==> src/rtl/pirl_pkg.sv <==
`default_nettype none

package pirl_pkg;

   // list geometry
   localparam int CAPACITY = 64;
   localparam int DATA_W   = 32;
   localparam int IDX_W    = $clog2(CAPACITY);
   localparam int CNT_W    = $clog2(CAPACITY + 1);

   // beat field widths
   localparam int KIND_W   = 2;
   localparam int POS_W    = 8;
   localparam int IN_W     = 32;
   localparam int STATUS_W = 2;
   localparam int COUNT_W  = 7;
   localparam int READ_W   = 32;

   // width for comparing a position against the entry count
   localparam int CMP_W    = (CNT_W > POS_W) ? CNT_W : POS_W;

   localparam logic [KIND_W-1:0] KIND_INSERT = 2'd0;
   localparam logic [KIND_W-1:0] KIND_REMOVE = 2'd1;
   localparam logic [KIND_W-1:0] KIND_READ   = 2'd2;

   localparam logic [STATUS_W-1:0] ST_OK    = 2'd0;
   localparam logic [STATUS_W-1:0] ST_FULL  = 2'd1;
   localparam logic [STATUS_W-1:0] ST_NULL  = 2'd2;
   localparam logic [STATUS_W-1:0] ST_RANGE = 2'd3;

   typedef struct packed {
      logic [KIND_W-1:0]       kind;
      logic signed [POS_W-1:0] position;
      logic [IN_W-1:0]         data;
   } req_type;

   typedef struct packed {
      logic              rd_en;
      logic [IDX_W-1:0]  rd_addr;
      logic              wr_en;
      logic [IDX_W-1:0]  wr_addr;
      logic [DATA_W-1:0] wr_data;
   } mem_cmd_type;

   typedef struct packed {
      logic                valid;
      logic [STATUS_W-1:0] status;
      logic [CNT_W-1:0]    count;
      logic [READ_W-1:0]   read_data;
   } result_type;

endpackage

`default_nettype wire

==> src/rtl/pirl_if.sv <==
`default_nettype none

interface pirl_req_if;
   import pirl_pkg::*;

   logic                    valid;
   logic                    ready;
   logic [KIND_W-1:0]       kind;
   logic signed [POS_W-1:0] position;
   logic [IN_W-1:0]         data;

   modport source (output valid, kind, position, data, input ready);
   modport sink   (input valid, kind, position, data, output ready);
endinterface

interface pirl_rsp_if;
   import pirl_pkg::*;

   logic                valid;
   logic                ready;
   logic [STATUS_W-1:0] status;
   logic [COUNT_W-1:0]  count;
   logic [READ_W-1:0]   read_data;

   modport source (output valid, status, count, read_data, input ready);
   modport sink   (input valid, status, count, read_data, output ready);
endinterface

`default_nettype wire

==> src/rtl/pirl_mem.sv <==
`default_nettype none

module pirl_mem (
   input  logic                           clock,
   input  pirl_pkg::mem_cmd_type          cmd,
   output logic [pirl_pkg::DATA_W-1:0]    rd_data
);
   import pirl_pkg::*;

   logic [DATA_W-1:0] entries_ff [CAPACITY];
   logic [DATA_W-1:0] rd_data_ff;

   always_ff @(posedge clock) begin
      if (cmd.wr_en) begin
         entries_ff[cmd.wr_addr] <= cmd.wr_data;
      end
      // read data holds while no read is issued
      if (cmd.rd_en) begin
         rd_data_ff <= entries_ff[cmd.rd_addr];
      end
   end

   assign rd_data = rd_data_ff;

endmodule

`default_nettype wire

==> src/rtl/pirl_seq.sv <==
`default_nettype none

module pirl_seq (
   input  logic                          clock,
   input  logic                          reset,
   input  logic                          req_valid,
   input  pirl_pkg::req_type             req,
   output logic                          req_ready,
   input  logic                          out_free,
   output pirl_pkg::result_type          res,
   output pirl_pkg::mem_cmd_type         mem_cmd,
   input  logic [pirl_pkg::DATA_W-1:0]   rd_data
);
   import pirl_pkg::*;

   typedef enum logic [3:0] {
      S_IDLE  = 4'b0001,
      S_MOVE  = 4'b0010,
      S_FETCH = 4'b0100,
      S_RESP  = 4'b1000
   } state_type;

   state_type           state_ff,   state_in;
   logic [CNT_W-1:0]    count_ff,   count_in;
   logic                wr_pend_ff, wr_pend_in;
   logic [CNT_W-1:0]    moves_ff,   moves_in;
   logic [IDX_W-1:0]    src_ff,     src_in;
   logic [IDX_W-1:0]    dst_ff,     dst_in;
   logic [IDX_W-1:0]    at_ff,      at_in;
   logic                insert_ff,  insert_in;
   logic [DATA_W-1:0]   word_ff,    word_in;
   logic [STATUS_W-1:0] status_ff,  status_in;
   logic                rd_ok_ff,   rd_ok_in;

   logic [DATA_W-1:0]   word;
   logic                pos_neg;
   logic [CMP_W-1:0]    pos_x;
   logic [CMP_W-1:0]    cnt_x;
   logic [CMP_W-1:0]    at_x;
   logic                pos_bad;

   assign word    = DATA_W'(req.data);
   assign pos_neg = req.position[POS_W-1];
   assign pos_x   = CMP_W'($unsigned(req.position));
   assign cnt_x   = CMP_W'(count_ff);
   assign pos_bad = pos_neg || (pos_x >= cnt_x);
   // insert: out of range means append
   assign at_x    = (pos_neg || (pos_x > cnt_x)) ? cnt_x : pos_x;

   always_comb begin
      state_in   = state_ff;
      count_in   = count_ff;
      wr_pend_in = wr_pend_ff;
      moves_in   = moves_ff;
      src_in     = src_ff;
      dst_in     = dst_ff;
      at_in      = at_ff;
      insert_in  = insert_ff;
      word_in    = word_ff;
      status_in  = status_ff;
      rd_ok_in   = rd_ok_ff;
      mem_cmd    = '0;

      case (state_ff)
         S_IDLE: begin
            if (req_valid) begin
               rd_ok_in   = 1'b0;
               wr_pend_in = 1'b0;
               state_in   = S_RESP;
               status_in  = ST_RANGE;
               case (req.kind)
                  KIND_INSERT: begin
                     if (word == '0) begin
                        status_in = ST_NULL;
                     end else if (count_ff >= CNT_W'(CAPACITY)) begin
                        status_in = ST_FULL;
                     end else begin
                        status_in = ST_OK;
                        insert_in = 1'b1;
                        word_in   = word;
                        at_in     = IDX_W'(at_x);
                        moves_in  = count_ff - CNT_W'(at_x);
                        src_in    = IDX_W'(count_ff - CNT_W'(1));
                        count_in  = count_ff + CNT_W'(1);
                        state_in  = S_MOVE;
                     end
                  end
                  KIND_REMOVE: begin
                     if (!pos_bad) begin
                        status_in = ST_OK;
                        insert_in = 1'b0;
                        moves_in  = count_ff - CNT_W'(pos_x) - CNT_W'(1);
                        src_in    = IDX_W'(pos_x + CMP_W'(1));
                        count_in  = count_ff - CNT_W'(1);
                        state_in  = S_MOVE;
                     end
                  end
                  KIND_READ: begin
                     if (!pos_bad) begin
                        status_in = ST_OK;
                        at_in     = IDX_W'(pos_x);
                        rd_ok_in  = 1'b1;
                        state_in  = S_FETCH;
                     end
                  end
                  default: begin
                     status_in = ST_RANGE;
                  end
               endcase
            end
         end
         S_MOVE: begin
            // write back the word read in the previous cycle
            if (wr_pend_ff) begin
               mem_cmd.wr_en   = 1'b1;
               mem_cmd.wr_addr = dst_ff;
               mem_cmd.wr_data = rd_data;
            end
            if (moves_ff != '0) begin
               mem_cmd.rd_en   = 1'b1;
               mem_cmd.rd_addr = src_ff;
               src_in     = insert_ff ? src_ff - IDX_W'(1) : src_ff + IDX_W'(1);
               dst_in     = insert_ff ? src_ff + IDX_W'(1) : src_ff - IDX_W'(1);
               moves_in   = moves_ff - CNT_W'(1);
               wr_pend_in = 1'b1;
            end else begin
               wr_pend_in = 1'b0;
               if (!wr_pend_ff) begin
                  if (insert_ff) begin
                     mem_cmd.wr_en   = 1'b1;
                     mem_cmd.wr_addr = at_ff;
                     mem_cmd.wr_data = word_ff;
                  end
                  state_in = S_RESP;
               end
            end
         end
         S_FETCH: begin
            mem_cmd.rd_en   = 1'b1;
            mem_cmd.rd_addr = at_ff;
            state_in        = S_RESP;
         end
         S_RESP: begin
            if (out_free) begin
               state_in = S_IDLE;
            end
         end
         default: begin
            state_in = S_IDLE;
         end
      endcase
   end

   always_ff @(posedge clock) begin
      if (reset) begin
         state_ff   <= S_IDLE;
         count_ff   <= '0;
         wr_pend_ff <= 1'b0;
      end else begin
         state_ff   <= state_in;
         count_ff   <= count_in;
         wr_pend_ff <= wr_pend_in;
      end
      moves_ff  <= moves_in;
      src_ff    <= src_in;
      dst_ff    <= dst_in;
      at_ff     <= at_in;
      insert_ff <= insert_in;
      word_ff   <= word_in;
      status_ff <= status_in;
      rd_ok_ff  <= rd_ok_in;
   end

   assign req_ready     = (state_ff == S_IDLE);
   assign res.valid     = (state_ff == S_RESP);
   assign res.status    = status_ff;
   assign res.count     = count_ff;
   assign res.read_data = rd_ok_ff ? READ_W'(rd_data) : '0;

endmodule

`default_nettype wire

==> src/rtl/positional_insert_remove_list.sv <==
// Flow: a rejected item goes from decode straight to the result state, a read passes through
//   a fetch state first, and an insert or remove first shifts its entries in the move state.
// Handshake: one item at a time; the next beat is taken only after the result is registered and
//   the sequencer is back in idle; the shift loop moves one entry per cycle.
// Reset: synchronous, active high; the list is emptied (count zero), list storage is not cleared.
`default_nettype none

module positional_insert_remove_list (
   input  logic        clock,
   input  logic        reset,
   pirl_req_if.sink    req_ch,
   pirl_rsp_if.source  rsp_ch
);
   import pirl_pkg::*;

   req_type              req;
   result_type           res;
   mem_cmd_type          mem_cmd;
   logic [DATA_W-1:0]    rd_data;
   logic                 out_free;

   // result register, parts the sequencer from the rsp side
   logic                 rsp_valid_ff,  rsp_valid_in;
   logic [STATUS_W-1:0]  rsp_status_ff, rsp_status_in;
   logic [COUNT_W-1:0]   rsp_count_ff,  rsp_count_in;
   logic [READ_W-1:0]    rsp_data_ff,   rsp_data_in;

   assign req.kind     = req_ch.kind;
   assign req.position = req_ch.position;
   assign req.data     = req_ch.data;

   // free when empty or being drained this cycle
   assign out_free = !rsp_valid_ff || rsp_ch.ready;

   // Sequencer: decodes the beat, then walks the list one entry per cycle with a
   // shared step unit (address +/- 1, move count down), read one slot, write the next.
   pirl_seq u_seq (
      .clock     (clock),
      .reset     (reset),
      .req_valid (req_ch.valid),
      .req       (req),
      .req_ready (req_ch.ready),
      .out_free  (out_free),
      .res       (res),
      .mem_cmd   (mem_cmd),
      .rd_data   (rd_data)
   );

   // List storage, one write and one registered read per cycle
   pirl_mem u_mem (
      .clock   (clock),
      .cmd     (mem_cmd),
      .rd_data (rd_data)
   );

   always_comb begin
      rsp_valid_in  = rsp_valid_ff;
      rsp_status_in = rsp_status_ff;
      rsp_count_in  = rsp_count_ff;
      rsp_data_in   = rsp_data_ff;
      if (rsp_valid_ff && rsp_ch.ready) begin
         rsp_valid_in = 1'b0;
      end
      if (res.valid && out_free) begin
         rsp_valid_in  = 1'b1;
         rsp_status_in = res.status;
         // count wraps if the list is ever deeper than the field
         rsp_count_in  = COUNT_W'(res.count);
         rsp_data_in   = res.read_data;
      end
   end

   always_ff @(posedge clock) begin
      if (reset) begin
         rsp_valid_ff <= 1'b0;
      end else begin
         rsp_valid_ff <= rsp_valid_in;
      end
      rsp_status_ff <= rsp_status_in;
      rsp_count_ff  <= rsp_count_in;
      rsp_data_ff   <= rsp_data_in;
   end

   assign rsp_ch.valid     = rsp_valid_ff;
   assign rsp_ch.status    = rsp_status_ff;
   assign rsp_ch.count     = rsp_count_ff;
   assign rsp_ch.read_data = rsp_data_ff;

   // entry count never passes capacity
   a_count_cap: assert property (@(posedge clock) disable iff (reset)
      res.valid |-> (res.count <= CNT_W'(CAPACITY)))
      else $error("entry count above capacity");

   // a full reject only when the list is really full
   a_full_count: assert property (@(posedge clock) disable iff (reset)
      (rsp_ch.valid && (rsp_ch.status == ST_FULL)) |-> (rsp_ch.count == COUNT_W'(CAPACITY)))
      else $error("full status with room left");

   // read data only on a successful beat
   a_data_ok: assert property (@(posedge clock) disable iff (reset)
      (rsp_ch.valid && (rsp_ch.read_data != '0)) |-> (rsp_ch.status == ST_OK))
      else $error("read data on a failed beat");

   // sequencer busy straight after taking a beat
   a_busy: assert property (@(posedge clock) disable iff (reset)
      (req_ch.valid && req_ch.ready) |=> !req_ch.ready)
      else $error("ready held after accept");

endmodule

`default_nettype wire
==> src/flat_wrapper.sv <==
// flat-port wrapper written by rule: the top's interface ports become plain ports
module positional_insert_remove_list_flat import pirl_pkg::*;
  (clock, reset, req_ch_valid, req_ch_kind, req_ch_position, req_ch_data, req_ch_ready, rsp_ch_valid, rsp_ch_status, rsp_ch_count, rsp_ch_read_data, rsp_ch_ready);
  pirl_req_if req_ch_i ();
  pirl_rsp_if rsp_ch_i ();
  input  logic clock;
  input  logic reset;
  input wire logic [$bits(req_ch_i.valid)-1:0] req_ch_valid;
  input wire logic [$bits(req_ch_i.kind)-1:0] req_ch_kind;
  input wire logic [$bits(req_ch_i.position)-1:0] req_ch_position;
  input wire logic [$bits(req_ch_i.data)-1:0] req_ch_data;
  output wire logic [$bits(req_ch_i.ready)-1:0] req_ch_ready;
  output wire logic [$bits(rsp_ch_i.valid)-1:0] rsp_ch_valid;
  output wire logic [$bits(rsp_ch_i.status)-1:0] rsp_ch_status;
  output wire logic [$bits(rsp_ch_i.count)-1:0] rsp_ch_count;
  output wire logic [$bits(rsp_ch_i.read_data)-1:0] rsp_ch_read_data;
  input wire logic [$bits(rsp_ch_i.ready)-1:0] rsp_ch_ready;
  assign req_ch_i.valid = req_ch_valid;
  assign req_ch_i.kind = req_ch_kind;
  assign req_ch_i.position = req_ch_position;
  assign req_ch_i.data = req_ch_data;
  assign req_ch_ready = req_ch_i.ready;
  assign rsp_ch_valid = rsp_ch_i.valid;
  assign rsp_ch_status = rsp_ch_i.status;
  assign rsp_ch_count = rsp_ch_i.count;
  assign rsp_ch_read_data = rsp_ch_i.read_data;
  assign rsp_ch_i.ready = rsp_ch_ready;
  positional_insert_remove_list u_core (.clock(clock), .reset(reset), .req_ch(req_ch_i), .rsp_ch(rsp_ch_i));
endmodule
==> config.mk <==
export PLATFORM = sky130hd
export DESIGN_NAME = positional_insert_remove_list_flat
export DESIGN_NICKNAME = d
export VERILOG_FILES = /design/src/rtl/pirl_pkg.sv /design/src/rtl/pirl_if.sv /design/src/rtl/pirl_mem.sv /design/src/rtl/pirl_seq.sv /design/src/rtl/positional_insert_remove_list.sv /design/src/flat_wrapper.sv
export SDC_FILE = /design/constraint.sdc
export NUM_CORES = 2
export LEC_CHECK = 0
export BUFFER_PORTS_ARGS = -buffer_cell sky130_fd_sc_hd__buf_4
export CORE_ASPECT_RATIO = 0.9
export CORE_MARGIN = 2
export CORE_UTILIZATION = 40
export DETAILED_ROUTE_END_ITERATION = 12
export PLACE_DENSITY_LB_ADDON = 0.12
export SETUP_SLACK_MARGIN = 0.15
export SYNTH_ARGS = -nofsm -noshare
export SYNTH_HDL_FRONTEND = slang
export SYNTH_HIERARCHICAL = 1
export SYNTH_SLANG_ARGS = --single-unit
==> constraint.sdc <==
create_clock -name clock -period 7.1 [get_ports clock]
set_clock_uncertainty 0.05 [all_clocks]
set_input_delay 1.42 -clock clock [delete_from_list [all_inputs] [get_ports clock]]
set_output_delay 1.42 -clock clock [all_outputs]
set_load 0.1 [all_outputs]
==> results.md <==
* Status: finished clean
* Iter 0 DRT Violations at 5113
* Flop2flop setup slack at 2.05 ns
* CP Depth at 15
* Post-CTS resize count at 0
* CP max FO at 29
* Slew headroom at 0.229
* Worst-Skew Late Latency at 0.83 ns
* Detailed Place HPWL at 139000 um
* Max Slew Vio Count at 0
* Multi-input gate area at 18500 um2
* Initial Utilization at 0.402
* Hold WC Path Type: flop to flop
* Maximum resistive drop on vdd at 0.000209 V
* Max_cap viols at 0
* Hold path start: u_core/u_seq/status_ff[1]$_DFFE_PP_
* WHS Endpoint: u_core/rsp_ch.status[1]$_DFFE_PP_
* CTS Sinks at 2195
* Ys flop type: edfxtp_1
* Via/cell ratio at 5.81
* Synth top area share at 0.771
* TNS Setup at 0 ns
* Leakage at 24.1 nW
* Crit path kind: flop to flop
* Distinct cells, synth at 69
* WHS at 0.408 ns
* CTS tree: yes
* GPL Wtd Cong at 0.808
* # port buffers at 88
* # hold bufs at CTS at 0
* Fin area at 97000 um2
* CP Launch Type: flop
* Finished Layout Cells at 7224
* Placed Area at 90300 um2
* WP buf/inv at 6
* DR vias at 42.0k
* Reg2Reg Depth at 15
* Register area share after synthesis at 0.774
* EDFF count, synth at 2182
* Root Buffer: clkbuf_16
* Switching pwr at 5.03 mW
* Synth Warn # at 6
* Routed WL at 239000 um
* Number of CTS-inserted buffers at 218
* Comb pwr share at 0.013
* Hold-critical path depth at 0
* Full die area at 216000 um2
* Crit-path most repeated cell: buf_4
* Wire per inst at 33.1 um
* FILL cells at 17.6k
* Leading post-synthesis cells by cell area: edfxtp_1 (77%), mux4_2 (13%), a22o_1 (0.85%)
* Worst-Margin Slew at 1.16 ns
* Min cycle time layout at 5.05 ns
* Area Overhead vs Synth at 14.2%
* Rows at 160
* Fmax at 198 MHz
* Crit-path cells: inv_1, ha_1, nand2_1, nor4_1, buf_4, nor2_1, buf_4, inv_1, o21ai_4, buf_12, buf_4, mux4_2, a22o_1, a221oi_1, a221oi_1
* Largest net degree at the start of global routing at 77
* Sequential power share at 0.554
* FFs w/ async S/R, synth at 0
* Design Power at 25.5 mW
* Clk slew on worst S/H paths at 0.06 ns
* Final Hold Fails at 0
* Synthesized Nets at 4003
* Power Density at 262 nW/um2
* RSZ-0062 raised after global routing: false
* CP Data Required Time at 7.56 ns
* Slowest-stage cell, CP: a221oi_1
* Synth area leader: edfxtp_1
* Clock Path Buffers at 3
* Die Width at 490 um
* Post-CTS setup buffer count at 0
* CP top delay family: compound AO/OA/AOI/OAI gates
* Layout cell share with drive strength beyond 1 at 0.277
* Sw Ratio at 0.198
* Remaining global-route overflow at 0
* # DRC at 0
* Clk pwr share at 0.433
* Launch point of the worst reg-to-reg path: u_core/u_seq/moves_ff[0]$_DFFE_PP_
* Placed cell count at 6822
* Reg area at 65800 um2
* TritonRoute pass-1 iters at 5
* Layout Nets at 4281
* IO Count at 89
* Number of synthesized register bits at 2195
* Antenna-violating nets left at 0
* H-Tree Depth at 4
* Crit Reg-Reg Endpoint: u_core/u_mem/rd_data[29]$_DFFE_PP_
* Crit path arrival time at 5.51 ns
* Final-report setup violation count at 0
* Die Y at 441 um
* First-pass GRT wire length at 333000 um
* Synth Cell Area at 85000 um2
* Pint at 20.4 mW
* Mapped Avg Cell Area at 21.6 um2
* Number of global-route vias before repair at 41.8k
* Antenna violations before repair at 16
* Tot GR Track Use at 0.221
* Core Area at 211000 um2
* CP Capture Type: flop
* Post-synthesis instance total at 3929
* Max stage delay on crit path at 0.90 ns
* Final period util at 0.712
-- per-layer routing --
layer / track usage / up-vias / share of wire
met3: 0.0425 / 277 / 0.076
met5: 0 / - / 0.00011
met2: 0.339 / 1556 / 0.46
li1: - / 17200 / -
met4: 0.0513 / 4 / 0.022
met1: 0.329 / 22900 / 0.44
-- cells in the mapped netlist, types with 4 or more instances --
master	count
a21oi_1	81
o31ai_1	5
and3_1	9
or3_1	6
mux4_2	502
a21o_1	5
clkbuf_1	94
o22ai_1	78
nor2_1	158
o221ai_1	20
nor2b_1	12
inv_1	32
a31oi_1	4
dfxtp_1	13
or2_2	4
xnor2_1	28
edfxtp_1	2182
a211oi_1	21
nor3_1	24
xor2_1	8
buf_4	37
o21a_1	4
a22oi_1	44
nand2_1	62
a221oi_1	64
nand3b_1	10
nand4_1	4
o21ai_0	28
buf_6	16
and2_1	37
a22o_1	82
o211ai_1	5
nand3_1	24
mux2_2	21
mux2i_1	46
buf_2	50
ha_1	26
nor4_1	11
buf_1	22
nand2b_1	14
-- flip-flops by register name, summed over array words and instances (netlist names), 2 cells and up --
signal                   count
u_core/rsp_ch.count          7
u_core/rsp_ch.read_data     32
u_core/rsp_ch.status         2
u_core/u_mem/entries_ff   2048
u_core/u_mem/rd_data        32
u_core/u_seq/at_ff           6
u_core/u_seq/count_ff        7
u_core/u_seq/dst_ff          6
u_core/u_seq/moves_ff        7
u_core/u_seq/src_ff          6
u_core/u_seq/state_ff        4
u_core/u_seq/status_ff       2
u_core/u_seq/word_ff        32
-- through the flow --
step / worst slack, ns / util
floorplan: 1.50 / -
global placement: 1.49 / 0.427
detailed placement: 1.53 / 0.427
CTS: 2.02 / 0.459
global route: 1.79 / 0.459
finish: 2.05 / 0.459
-- logic make-up (layout without fill, tap and decap cells) --
kind of cell,after synthesis,after routing,share of synthesized area
AO/OA/AOI/OAI,462,462,0.0393
XOR/XNOR,36,36,0.00371
adder cells (fa/ha/maj),28,28,0.00430
buffers and inverters,251,706,0.0149
flip-flops,2195,2195,0.774
multiplexers,569,569,0.141
other,0,5,0
AND/OR/NAND/NOR,388,388,0.0221
-- worst max path at each step --
stage                                                      from                                 end  slack, ns
final                        u_core/u_seq/moves_ff[0]$_DFFE_PP_  u_core/u_mem/rd_data[29]$_DFFE_PP_       2.05
after global routing         u_core/u_seq/moves_ff[0]$_DFFE_PP_  u_core/u_mem/rd_data[29]$_DFFE_PP_       1.79
after CTS                    u_core/u_seq/moves_ff[0]$_DFFE_PP_  u_core/u_mem/rd_data[29]$_DFFE_PP_       2.02
after detailed placement                     req_ch_position[0]  u_core/u_seq/moves_ff[5]$_DFFE_PP_       1.53
after global placement                       req_ch_position[0]  u_core/u_seq/moves_ff[5]$_DFFE_PP_       1.49
after floorplan           u_core/u_seq/state_ff[3]$_SDFFE_PP0P_  u_core/u_seq/moves_ff[0]$_DFFE_PP_       1.50
-- power groups by stage --
stage          logic [mW]  clock network, mW  registers, mW
2_1_floorplan       0.204                  0           14.4
3_3_place_gp        0.325                  0           14.4
3_5_place_dp        0.323                  0           14.4
4_1_cts             0.326               11.3           14.1
5_1_grt             0.353               11.8           14.1
6_report            0.327               11.0           14.1
-- cell type report --
type	count	share of cell area
Clock buffer	290	0.0601
Inverter	32	0.00124
Antenna cell	5	0.000129
Sequential cell	2195	0.678
Clock inverter	107	0.00921
Multi-Input combinational cell	1483	0.191
Tap cell	2835	0.0366
Timing Repair Buffer	277	0.0236
-- cell usage in the layout (no fill, tap or decap), types with 11 or more instances in the layout --
cell,Yosys,routed
a211oi_1,21,21
a21oi_1,81,81
a221oi_1,64,64
a22o_1,82,47
a22o_2,0,31
a22oi_1,44,44
and2_1,37,36
buf_12,0,17
buf_4,37,260
bufinv_16,0,14
clkbuf_1,94,67
clkbuf_16,0,223
clkinv_1,0,45
clkinv_2,0,38
dfxtp_1,13,13
edfxtp_1,2182,2182
ha_1,26,26
inv_1,32,32
mux2_2,21,21
mux2i_1,46,46
mux4_2,502,502
nand2_1,62,60
nand2b_1,14,12
nand3_1,24,24
nor2_1,158,94
nor2_4,1,64
nor3_1,24,19
nor4_1,11,11
o21ai_0,28,26
o221ai_1,20,20
o22ai_1,78,78
xnor2_1,28,28
(Power assumes the default switching activity.)
